--- src/design/sstf_pkg.sv ---
// Package for the shortest-seek-first scheduler.
// Holds field widths, command codes, channel payload types and the
// command/status structs between controller and datapath. No dependencies.
`default_nettype none

package sstf_pkg;

    // Default sizes for the top-level parameters.
    localparam int MAX_REQUESTS_DEF = 16;
    localparam int TRACK_BITS_DEF   = 12;

    // Fixed widths of the channel fields.
    localparam int TRACK_W = 12;
    localparam int DIST_W  = 12;
    localparam int TOTAL_W = 16;

    localparam logic [TOTAL_W-1:0] TOTAL_MAX = {TOTAL_W{1'b1}};

    // Input item commands.
    localparam logic CMD_LOAD = 1'b0;
    localparam logic CMD_RUN  = 1'b1;

    // Input item payload.
    typedef struct packed {
        logic               cmd;
        logic [TRACK_W-1:0] track;
    } sstf_req_t;

    // Result item payload.
    typedef struct packed {
        logic               served_valid;
        logic [TRACK_W-1:0] served_track;
        logic [DIST_W-1:0]  seek_distance;
        logic [TOTAL_W-1:0] total_movement;
        logic               dropped_loads;
        logic               last_of_run;
    } sstf_rsp_t;

    // Commands from the controller to the datapath.
    typedef struct packed {
        logic load;
        logic start;
        logic scan_step;
        logic emit;
    } sstf_cmd_t;

    // Status from the datapath to the controller.
    typedef struct packed {
        logic scan_done;
        logic out_free;
        logic run_last;
    } sstf_sts_t;

endpackage

`default_nettype wire

--- src/design/sstf_if.sv ---
// Valid/ready channel interfaces for the scheduler's request and result items.
// Depends on sstf_pkg for the payload types.
`default_nettype none

interface sstf_req_if;
    import sstf_pkg::*;

    logic      valid;
    logic      ready;
    sstf_req_t data;

    modport source (output valid, output data, input ready);
    modport sink   (input valid, input data, output ready);
endinterface

interface sstf_rsp_if;
    import sstf_pkg::*;

    logic      valid;
    logic      ready;
    sstf_rsp_t data;

    modport source (output valid, output data, input ready);
    modport sink   (input valid, input data, output ready);
endinterface

`default_nettype wire

--- src/design/sstf_ctrl.sv ---
// Controller state machine for the shortest-seek-first scheduler.
// Depends on sstf_pkg; drives the datapath through sstf_cmd_t.
`default_nettype none

module sstf_ctrl (
    input  wire logic          clk,
    input  wire logic          rst_n,
    input  wire logic          in_valid,
    input  wire logic          in_cmd,
    output logic               in_ready,
    input  sstf_pkg::sstf_sts_t sts,
    output sstf_pkg::sstf_cmd_t cmd
);
    import sstf_pkg::*;

    typedef enum logic [2:0] {
        ST_IDLE = 3'b001,
        ST_SCAN = 3'b010,
        ST_EMIT = 3'b100
    } state_t;

    state_t state_reg;
    state_t state_next;
    logic   accept;

    // Items are taken only between runs.
    assign in_ready = (state_reg == ST_IDLE);
    assign accept   = in_valid && in_ready;

    // Commands to the datapath.
    always_comb
    begin
        cmd.load      = accept && (in_cmd == CMD_LOAD);
        cmd.start     = accept && (in_cmd == CMD_RUN);
        cmd.scan_step = (state_reg == ST_SCAN);
        cmd.emit      = (state_reg == ST_EMIT) && sts.out_free;
    end

    // Next-state logic.
    always_comb
    begin
        state_next = state_reg;
        case (state_reg)
            ST_IDLE:
            begin
                if (accept && (in_cmd == CMD_RUN))
                begin
                    state_next = ST_SCAN;
                end
            end
            ST_SCAN:
            begin
                if (sts.scan_done)
                begin
                    state_next = ST_EMIT;
                end
            end
            ST_EMIT:
            begin
                if (sts.out_free)
                begin
                    state_next = sts.run_last ? ST_IDLE : ST_SCAN;
                end
            end
            default:
            begin
                state_next = ST_IDLE;
            end
        endcase
    end

    // State register.
    always_ff @(posedge clk or negedge rst_n)
    begin
        if (!rst_n)
        begin
            state_reg <= ST_IDLE;
        end
        else
        begin
            state_reg <= state_next;
        end
    end

endmodule

`default_nettype wire

--- src/design/sstf_dpath.sv ---
// Datapath for the shortest-seek-first scheduler: request memory, pending
// bits, nearest-track scan, running totals and the result register.
// Depends on sstf_pkg; controlled through sstf_cmd_t.
`default_nettype none

module sstf_dpath #(
    parameter int MAX_REQUESTS = sstf_pkg::MAX_REQUESTS_DEF,
    parameter int TRACK_BITS   = sstf_pkg::TRACK_BITS_DEF
) (
    input  wire logic                          clk,
    input  wire logic                          rst_n,
    input  wire logic [sstf_pkg::TRACK_W-1:0]  in_track,
    input  sstf_pkg::sstf_cmd_t                cmd,
    output sstf_pkg::sstf_sts_t                sts,
    output logic                               out_valid,
    input  wire logic                          out_ready,
    output sstf_pkg::sstf_rsp_t                out_data
);
    import sstf_pkg::*;

    localparam int IDX_W = (MAX_REQUESTS > 1) ? $clog2(MAX_REQUESTS) : 1;
    localparam int CNT_W = $clog2(MAX_REQUESTS + 1);

    // Request track memory, written on loads and read by the scan.
    logic [TRACK_BITS-1:0] mem [MAX_REQUESTS];

    logic [MAX_REQUESTS-1:0] pend_reg;
    logic [CNT_W-1:0]        count_reg;
    logic [CNT_W-1:0]        remain_reg;
    logic [CNT_W-1:0]        issue_reg;
    logic [TRACK_BITS-1:0]   head_reg;
    logic [TOTAL_W-1:0]      total_reg;
    logic                    ovf_reg;
    logic                    rd_vld_reg;
    logic [IDX_W-1:0]        rd_idx_reg;
    logic [TRACK_BITS-1:0]   rd_trk_reg;
    logic                    found_reg;
    logic [IDX_W-1:0]        best_idx_reg;
    logic [TRACK_BITS-1:0]   best_trk_reg;
    logic [TRACK_BITS-1:0]   best_d_reg;
    logic                    out_vld_reg;
    sstf_rsp_t               out_data_reg;

    logic [TRACK_BITS+TRACK_W-1:0] trk_in_ext;
    logic [TRACK_BITS-1:0]         trk_in;
    logic                          room;
    logic                          issue_more;
    logic [TRACK_BITS-1:0]         seek_d;
    logic                          better;
    logic [TOTAL_W:0]              sum;
    logic [TOTAL_W-1:0]            total_sat;
    logic [TRACK_BITS+TRACK_W-1:0] best_trk_ext;
    logic [TRACK_BITS+DIST_W-1:0]  best_d_ext;
    logic                          last;

    // Input track fitted to the internal track width.
    assign trk_in_ext = {{TRACK_BITS{1'b0}}, in_track};
    assign trk_in     = trk_in_ext[TRACK_BITS-1:0];

    assign room       = (count_reg < CNT_W'(MAX_REQUESTS));
    assign issue_more = (issue_reg < count_reg);

    // Distance of the entry just read from the head, and the strict
    // compare that keeps the earliest entry on a tie.
    assign seek_d = (rd_trk_reg > head_reg) ? (rd_trk_reg - head_reg)
                                            : (head_reg - rd_trk_reg);
    assign better = rd_vld_reg && pend_reg[rd_idx_reg] && (!found_reg || (seek_d < best_d_reg));

    // Saturating running total.
    assign sum       = {1'b0, total_reg} + (TOTAL_W + 1)'(best_d_reg);
    assign total_sat = sum[TOTAL_W] ? TOTAL_MAX : sum[TOTAL_W-1:0];

    // Result fields masked to their output widths.
    assign best_trk_ext = {{TRACK_W{1'b0}}, best_trk_reg};
    assign best_d_ext   = {{DIST_W{1'b0}}, best_d_reg};

    // The current result closes the run when at most one request remains.
    assign last = (remain_reg == CNT_W'(0)) || (remain_reg == CNT_W'(1));

    // Status to the controller.
    always_comb
    begin
        sts.scan_done = !issue_more && !rd_vld_reg;
        sts.out_free  = !out_vld_reg || out_ready;
        sts.run_last  = last;
    end

    assign out_valid = out_vld_reg;
    assign out_data  = out_data_reg;

    // Memory write on loads and registered read during the scan.
    always_ff @(posedge clk)
    begin
        if (cmd.load && room)
        begin
            mem[count_reg[IDX_W-1:0]] <= trk_in;
        end
        rd_trk_reg <= mem[issue_reg[IDX_W-1:0]];
        rd_idx_reg <= issue_reg[IDX_W-1:0];
    end

    // Queue state: pending bits, fill count and overflow flag.
    always_ff @(posedge clk or negedge rst_n)
    begin
        if (!rst_n)
        begin
            pend_reg  <= '0;
            count_reg <= '0;
            ovf_reg   <= 1'b0;
        end
        else if (cmd.load)
        begin
            if (room)
            begin
                pend_reg[count_reg[IDX_W-1:0]] <= 1'b1;
                count_reg <= count_reg + CNT_W'(1);
            end
            else
            begin
                ovf_reg <= 1'b1;
            end
        end
        else if (cmd.emit)
        begin
            if (last)
            begin
                pend_reg  <= '0;
                count_reg <= '0;
                ovf_reg   <= 1'b0;
            end
            else if (found_reg)
            begin
                pend_reg[best_idx_reg] <= 1'b0;
            end
        end
    end

    // Run state: head, total, remaining count and scan control.
    always_ff @(posedge clk or negedge rst_n)
    begin
        if (!rst_n)
        begin
            head_reg   <= '0;
            total_reg  <= '0;
            remain_reg <= '0;
            issue_reg  <= '0;
            rd_vld_reg <= 1'b0;
            found_reg  <= 1'b0;
        end
        else if (cmd.start)
        begin
            head_reg   <= trk_in;
            total_reg  <= '0;
            remain_reg <= count_reg;
            issue_reg  <= '0;
            rd_vld_reg <= 1'b0;
            found_reg  <= 1'b0;
        end
        else if (cmd.emit)
        begin
            if (found_reg)
            begin
                head_reg   <= best_trk_reg;
                total_reg  <= total_sat;
                remain_reg <= remain_reg - CNT_W'(1);
            end
            issue_reg  <= '0;
            rd_vld_reg <= 1'b0;
            found_reg  <= 1'b0;
        end
        else if (cmd.scan_step)
        begin
            rd_vld_reg <= issue_more;
            if (issue_more)
            begin
                issue_reg <= issue_reg + CNT_W'(1);
            end
            if (better)
            begin
                found_reg <= 1'b1;
            end
        end
    end

    // Best candidate of the current scan.
    always_ff @(posedge clk)
    begin
        if (cmd.scan_step && better)
        begin
            best_idx_reg <= rd_idx_reg;
            best_trk_reg <= rd_trk_reg;
            best_d_reg   <= seek_d;
        end
    end

    // Result valid flag.
    always_ff @(posedge clk or negedge rst_n)
    begin
        if (!rst_n)
        begin
            out_vld_reg <= 1'b0;
        end
        else if (cmd.emit)
        begin
            out_vld_reg <= 1'b1;
        end
        else if (out_ready)
        begin
            out_vld_reg <= 1'b0;
        end
    end

    // Result payload.
    always_ff @(posedge clk)
    begin
        if (cmd.emit)
        begin
            out_data_reg.dropped_loads <= ovf_reg;
            out_data_reg.last_of_run   <= last;
            if (found_reg)
            begin
                out_data_reg.served_valid   <= 1'b1;
                out_data_reg.served_track   <= best_trk_ext[TRACK_W-1:0];
                out_data_reg.seek_distance  <= best_d_ext[DIST_W-1:0];
                out_data_reg.total_movement <= total_sat;
            end
            else
            begin
                out_data_reg.served_valid   <= 1'b0;
                out_data_reg.served_track   <= '0;
                out_data_reg.seek_distance  <= '0;
                out_data_reg.total_movement <= '0;
            end
        end
    end

endmodule

`default_nettype wire

--- src/design/shortest_seek_first_scheduler.sv ---
// Top level of the shortest-seek-first disk request scheduler.
// Depends on sstf_pkg, sstf_if, sstf_ctrl and sstf_dpath.
//
//   Channel  Modport  Payload                      Role
//   req      sink     cmd, track                   load a request or start a run
//   rsp      source   served_valid .. last_of_run  one item per served request or empty run
//
// A run over N queued requests gives N result items; each one takes N reads
// through the request memory's single read port, the registered read, a
// check that the scan has finished and the load of the result register.
// An empty run still gives a single result item.
// Reset empties the queue and clears head, total and overflow at once.
// A stalled result holds its register; the next scan still runs, and the
// following result waits for the register to drain. Requests are refused
// while a run is in progress.
`default_nettype none

module shortest_seek_first_scheduler #(
    parameter int MAX_REQUESTS = sstf_pkg::MAX_REQUESTS_DEF,
    parameter int TRACK_BITS   = sstf_pkg::TRACK_BITS_DEF
) (
    input  wire logic   clk,
    input  wire logic   rst_n,
    sstf_req_if.sink    req,
    sstf_rsp_if.source  rsp
);
    import sstf_pkg::*;

    sstf_cmd_t cmd;
    sstf_sts_t sts;

    // Sequencer.
    sstf_ctrl u_ctrl (
        .clk      (clk),
        .rst_n    (rst_n),
        .in_valid (req.valid),
        .in_cmd   (req.data.cmd),
        .in_ready (req.ready),
        .sts      (sts),
        .cmd      (cmd)
    );

    // Queue, scan and result register.
    sstf_dpath #(
        .MAX_REQUESTS (MAX_REQUESTS),
        .TRACK_BITS   (TRACK_BITS)
    ) u_dpath (
        .clk       (clk),
        .rst_n     (rst_n),
        .in_track  (req.data.track),
        .cmd       (cmd),
        .sts       (sts),
        .out_valid (rsp.valid),
        .out_ready (rsp.ready),
        .out_data  (rsp.data)
    );

endmodule

`default_nettype wire
--- src/flat_wrapper.sv ---
// flat-port wrapper written by rule: the top's interface ports become plain ports
module shortest_seek_first_scheduler_flat import sstf_pkg::*;
#(
    parameter int MAX_REQUESTS = sstf_pkg::MAX_REQUESTS_DEF,
    parameter int TRACK_BITS   = sstf_pkg::TRACK_BITS_DEF
)
  (clk, rst_n, req_valid, req_data, req_ready, rsp_valid, rsp_data, rsp_ready);
  sstf_req_if req_i ();
  sstf_rsp_if rsp_i ();
  input  wire logic clk;
  input  wire logic rst_n;
  input wire logic [$bits(req_i.valid)-1:0] req_valid;
  input wire logic [$bits(req_i.data)-1:0] req_data;
  output wire logic [$bits(req_i.ready)-1:0] req_ready;
  output wire logic [$bits(rsp_i.valid)-1:0] rsp_valid;
  output wire logic [$bits(rsp_i.data)-1:0] rsp_data;
  input wire logic [$bits(rsp_i.ready)-1:0] rsp_ready;
  assign req_i.valid = req_valid;
  assign req_i.data = req_data;
  assign req_ready = req_i.ready;
  assign rsp_valid = rsp_i.valid;
  assign rsp_data = rsp_i.data;
  assign rsp_i.ready = rsp_ready;
  shortest_seek_first_scheduler #(.MAX_REQUESTS(MAX_REQUESTS), .TRACK_BITS(TRACK_BITS)) u_core (.clk(clk), .rst_n(rst_n), .req(req_i), .rsp(rsp_i));
endmodule
--- config.mk ---
export PLATFORM = sky130hd
export DESIGN_NAME = shortest_seek_first_scheduler_flat
export DESIGN_NICKNAME = d
export VERILOG_FILES = /design/src/design/sstf_pkg.sv /design/src/design/sstf_if.sv /design/src/design/sstf_ctrl.sv /design/src/design/sstf_dpath.sv /design/src/design/shortest_seek_first_scheduler.sv /design/src/flat_wrapper.sv
export SDC_FILE = /design/constraint.sdc
export NUM_CORES = 1
export LEC_CHECK = 0
export BUFFER_PORTS_ARGS = -buffer_cell sky130_fd_sc_hd__buf_2
export CAP_MARGIN = 40
export CORE_ASPECT_RATIO = 0.5
export CORE_UTILIZATION = 30
export DETAILED_ROUTE_END_ITERATION = 8
export PLACE_DENSITY = 0.47
export SLEW_MARGIN = 5
export SYNTH_ARGS = -nofsm -noshare
export SYNTH_HDL_FRONTEND = slang
export SYNTH_SLANG_ARGS = --single-unit
--- constraint.sdc ---
create_clock -name clk -period 5.6 [get_ports clk]
set_clock_uncertainty 0.2 [all_clocks]
set_input_delay 1.12 -clock clk [delete_from_list [all_inputs] [get_ports clk]]
set_output_delay 1.12 -clock clk [all_outputs]
set_load 0.03 [all_outputs]
# Word level (Yosys, flattened, before mapping)
# Memory sizes are Yosys's and may differ from the RTL's. A register that Yosys moved wholly into a read port is not among the register bits.
# Index checks and enable logic that the tools add are counted.
# word_totals
mem_bits_rw	192
inputBits	17
register_bits	141
memories	1
out_inout_bits	45
wordCells	136
# classes
n_reduce_logical	35
bitwise_logic	4
n_lt_le_gt_ge	9
muxes	51
n_addsub	6
eq_ne	9
# mem_list
memory	words	width	read_ports	rd_clocked_by_memory_dff	wr	line	source
u_core.u_dpath.mem	16	12	1	1	1	sstf_dpath.sv:25	logic [TRACK_BITS-1:0] mem [MAX_REQUESTS];
# op_table
operator	n
$mux 16	9
$mux 5	11
$mux 12	4
$mux 41	1
$sub 12x12->12	2
$mux 1	18
$add 16x12->17	1
$and 16x16->16	1
$not 16->16	1
$or 16x16->16	1
$lt 4x5->1 const B	3
$gt 12x12->1	1
$lt 12x12->1	1
$reduce_and 3->1	4
$reduce_bool 3->1	4
$logic_and 1x1->1	11
$add 5x1->5 const B	2
$reduce_bool 2->1	5
$mux 3	3
$pmux 3 s3	1
$demux 1 s4	2
$ge 4x1->1 const B	2
$ne 2x1->1 const B	3
$reduce_and 2->1	3
other kinds (14)	20

# Longest topological paths before layout
# depth
word_depth	10
depth_mapped	18
ltp_nobuf	17

# By module
# From an unflattened synthesis, not the netlist that was laid out.
# unflattened
hier_cells	1072
area_unflattened_um2	15451.1
# by_module_without_submodules
mod	seq_area_each_um2	area_per_inst_um2	cells_each	instances
sstf_dpath	9794.4	15249.6	1050	1
sstf_ctrl	76.3	201.4	22	1

# Least setup slack after synthesis
# No wires, ideal clock.
# synth_path
kind	register -> register
startpoint	reg u_core.u_dpath.head_reg[0]
endpoint	reg u_core.u_dpath.best_d_reg[0] (enable)
arrival_ns	5.238
path_stages_with_launch	18
period_less_slack_ns	5.898
setup_slack_ns	-0.298
path_buffers	1
path_cell_list	dfrtp_1 ha_1 fa_1 nand3b_1 a21oi_1 o311ai_1 a21oi_2 buf_4 nor2_1 a21oi_1 ha_1 a21boi_0 o21a_1 o21ai_0 nand2b_1 a21oi_1 o21ai_0 a221oi_1
# synth_between
elab_chain_len	6
# synth_rtl
item	line	source
from (decl)	sstf_dpath.sv:31	logic [TRACK_BITS-1:0] head_reg;
from (signal assigned)	sstf_dpath.sv:152	head_reg <= trk_in;
from (signal assigned)	sstf_dpath.sv:163	head_reg <= best_trk_reg;
$sub 12x12->12, or another cell as far along	sstf_dpath.sv:66	: (head_reg - rd_trk_reg);
$mux 12 (*)	sstf_dpath.sv:65	assign seek_d = (rd_trk_reg > head_reg) ? (rd_trk_reg - head_reg)
net u_core.u_dpath.seek_d[1]	sstf_dpath.sv:48	logic [TRACK_BITS-1:0] seek_d;
$lt 12x12->1 (*)	sstf_dpath.sv:67	assign better = rd_vld_reg && pend_reg[rd_idx_reg] && (!found_reg || (seek_d < best_d_reg));
$logic_or 1x1->1 (*)	sstf_dpath.sv:67	
$logic_and 1x1->1 (*)	sstf_dpath.sv:67	
$logic_and 1x1->1 (*)	sstf_dpath.sv:188	if (cmd.scan_step && better)
to (signal assigned)	sstf_dpath.sv:192	best_d_reg <= seek_d;
to (decl)	sstf_dpath.sv:40	logic [TRACK_BITS-1:0] best_d_reg;
# Mark *: on every way through the listed nets, which the timed path passes. The rest lies on a longest branch.
# A chain may end at the register's enable or synchronous reset.

# Worst setup path in the final report
# layout_path
startpoint	reg u_core.u_dpath.rd_trk_reg[0] (read register of u_core.u_dpath.mem)
endpoint	reg u_core.u_dpath.best_d_reg[1] (enable)
# layout_between
elab_chain_len	6
# layout_rtl
item	line	source
from (decl)	sstf_dpath.sv:36	logic [TRACK_BITS-1:0] rd_trk_reg;
$sub 12x12->12, or another cell as far along	sstf_dpath.sv:66	
$mux 12 (*)	sstf_dpath.sv:65	
net u_core.u_dpath.seek_d[2]	sstf_dpath.sv:48	
$lt 12x12->1 (*)	sstf_dpath.sv:67	
$logic_or 1x1->1 (*)	sstf_dpath.sv:67	
$logic_and 1x1->1 (*)	sstf_dpath.sv:67	
$logic_and 1x1->1 (*)	sstf_dpath.sv:188	
# Marked as above.

==> metrics.txt <==
die area=51,400 sq um; Seq/Total Area, Yosys=65.2%; reg-to-reg startpoint=u_core.u_dpath.rd_trk_reg[0]$_DFF_P_; Clk pwr share=26.4%; crit path DAT=4.68 ns; Slew HR=46.0%; cts bufs inserted=36; via count=8,806; worst r2r path cells=19; Main synth FF type=edfxtp_1; synthesized flop and latch total=345; Post-DRT Antenna Nets=0; Hold Startpoint=u_core.u_dpath.ovf_reg$_DFFE_PN0P_; Clock Pin Slew Worst Setup and Hold Paths=0.06 ns; top cells by area, synth=edfxtp_1, dfrtp_1, mux4_2; FFs w/ async S/R, synth=19.1%; GR Util met3=2.51%; number of enable flip-flop cells after synthesis=263; period utilization=83.3%; reg2reg setup slack=0.94 ns; Site Rows=57; Layout area overhead=16.4%; Pre-antenna DRT Iters=5; initial antenna violation count=1; fill cell count=4,628; largest net degree at the start of global routing=53; Antenna Cells=0; first-pass GRT wire length=57,300 um; Worst Path Required=5.61 ns; hold depth=0; Worst Hold Path EP=u_core.u_dpath.out_data[1]$_DFFE_PP_; Root Buffer=clkbuf_16; Initial Utilization=30.8%; crit path launch type=flip-flop; most frequent cells in the layout=edfxtp_1, nor2_1, mux4_2; design area=17,600 sq um; Leak Pwr=0.00639 uW; Synth top area share=52.1%; switching power of the nets=3050 uW; Synth Cell Area=15,100 sq um; Worst Setup Slack, final=0.935 ns; Routability Congestion=0.853; DRT iter0 DRCs=772; Distinct cells, synth=72; Die Y-Extent=161 um; vias in the first global route=8,986; final setup fails=0; post-CTS setup repair buffer count=0; final hold viol count=0; number of max-cap violations=0; RSZ-0062 raised after global routing=no; setup_tns=0 ns; Hold Crit Class=flip-flop to flip-flop; Cell Area, Placed=16,500 sq um; Mapped Cells=1,005; Reg-to-Reg End=u_core.u_dpath.best_d_reg[1]$_DFFE_PP_; Combinational Power Share=34.7%; pre-CTS worst setup slack=0.935 ns; CTS Buffer Depth=3; Die Wd=320 um; Mean Syn Cell Area=15.1 sq um; switching share of power=34.6%; Reg power frac=38.8%; number of port buffers=61; hold_buf cts=0; minimum clock period=4.66 ns; drt wl/cell=21.3 um; share of cells above drive strength 1=22.4%; run status=finished clean; I/O Pins=62; Yosys warnings=0; grt peak-use layer=met2; critical path startpoint=u_core.u_dpath.rd_trk_reg[0]$_DFF_P_; Worst Tran Pin Value=0.809 ns; P_int=5780 uW; CP max FO=18; post-CTS sizing=0; remaining global-route overflow=0; DRT Wirelength=37,700 um; htree depth=2; met2 GRT Util=23.1%; Finished Core Util=35.9%; dpl hpwl=25,300 um; grt met1 use=21.7%; Tot GR Track Use=14.8%; vias per std cell=4.98; area leader, netlist=edfxtp_1; PwrDens=501 nW/um^2; peak supply drop=0.000232 V; number of flip-flops in the largest register=192; Critical Setup Path Class=flip-flop to flip-flop; synthesized net count=1,082; CP Capture Type=flip-flop; FMAX=0.214 GHz; latest clock arrival within the worst-skew pair=0.55 ns; core area=49,100 sq um; Max Slew Vio Count=0; Post-route DRC=0; clk sinks=345; Nets=1,170; commonest non-fill, non-tap cell in the layout=edfxtp_1; TritonCTS clock tree=yes
-- layer usage --
metal	share of wire, %	up-vias	wire length, um
li1	-	4017	-
met4	1.4	0	536
met1	48	4551	18000
met5	0	-	0
met3	5.1	41	1920
met2	46	197	17200
-- worst max-delay path by stage --
stage,endpoint,cells after the start
after floorplan,u_core.u_dpath.best_d_reg[0]$_DFFE_PP_,17
after global placement,u_core.u_dpath.best_trk_reg[8]$_DFFE_PP_,18
after detailed placement,u_core.u_dpath.best_trk_reg[8]$_DFFE_PP_,16
after CTS,u_core.u_dpath.best_d_reg[2]$_DFFE_PP_,16
after global routing,u_core.u_dpath.best_d_reg[10]$_DFFE_PP_,18
final,u_core.u_dpath.best_d_reg[1]$_DFFE_PP_,19
-- Yosys cell counts, drive strengths merged, types with 9 or more instances --
| library cell | number |
|---|---|
| mux4 | 64 |
| a21oi | 37 |
| dfrtp | 65 |
| dfxtp | 16 |
| nor2 | 87 |
| ha | 57 |
| edfxtp | 263 |
| o21ai | 45 |
| buf | 20 |
| nand2 | 50 |
| xor2 | 10 |
| xnor2 | 16 |
| mux2i | 12 |
| a21o | 12 |
| nand2b | 11 |
| o221a | 15 |
| nand3 | 9 |
| clkbuf | 22 |
| a22oi | 13 |
| and2 | 17 |
| nor3 | 19 |
| inv | 50 |
-- logic make-up (layout without fill, tap and decap cells) --
kind of cell / count (synthesis) / after routing / synth area share, %
flops: 345 / 345 / 65.2
simple gates: 233 / 233 / 7.48
xor+xnor: 26 / 26 / 1.50
compound gates: 171 / 171 / 7.85
buf+inv: 93 / 209 / 2.49
mux: 77 / 77 / 10.4
fa+ha+maj: 60 / 60 / 5.10
-- power groups by stage --
stage / registers, uW / logic [uW] / clock network [uW]
global route: 3470 / 3400 / 2520
global placement: 3490 / 3000 / 0
floorplan: 3310 / 2310 / 0
finish: 3430 / 3070 / 2340
detailed placement: 3480 / 3070 / 0
CTS: 3430 / 3090 / 2420
-- per-stage QoR --
stage                     hold slack (ns)  power (uW)  cells
after floorplan                     0.169        5630   1005
after global placement              0.236        6490   1693
after global routing                0.269        9400   1770
after detailed placement            0.233        6560   1704
final                               0.247        8830   1770
after CTS                           0.247        8940   1770
-- critical path: stages (launching register included) --
cell,delay (ns)
dfxtp_1,0.37
inv_1,0.06
ha_1,0.21
fa_1,0.42
nand3b_1,0.19
a21oi_1,0.19
o311ai_1,0.14
a21oi_2,0.44
buf_4,0.25
nand2_1,0.06
o21ai_1,0.09
xnor2_1,0.16
ha_1,0.26
o21a_1,0.10
o21ai_0,0.16
nand2b_1,0.07
a21oi_1,0.13
o21ai_0,0.17
a221oi_4,0.33
buf_4,0.32
-- final cells by class --
| type | instances | area, sq um | area share (%) |
|---|---|---|---|
| tap | 649 | 812 | 4.61 |
| clock buffer | 50 | 983 | 5.58 |
| timing repair buffer | 92 | 614 | 3.48 |
| sequential | 345 | 9880 | 56.0 |
| inverter | 51 | 191 | 1.09 |
| clock inverter | 16 | 173 | 0.979 |
| multi-input combinational | 567 | 4980 | 28.2 |
(Power assumes the default switching activity.)
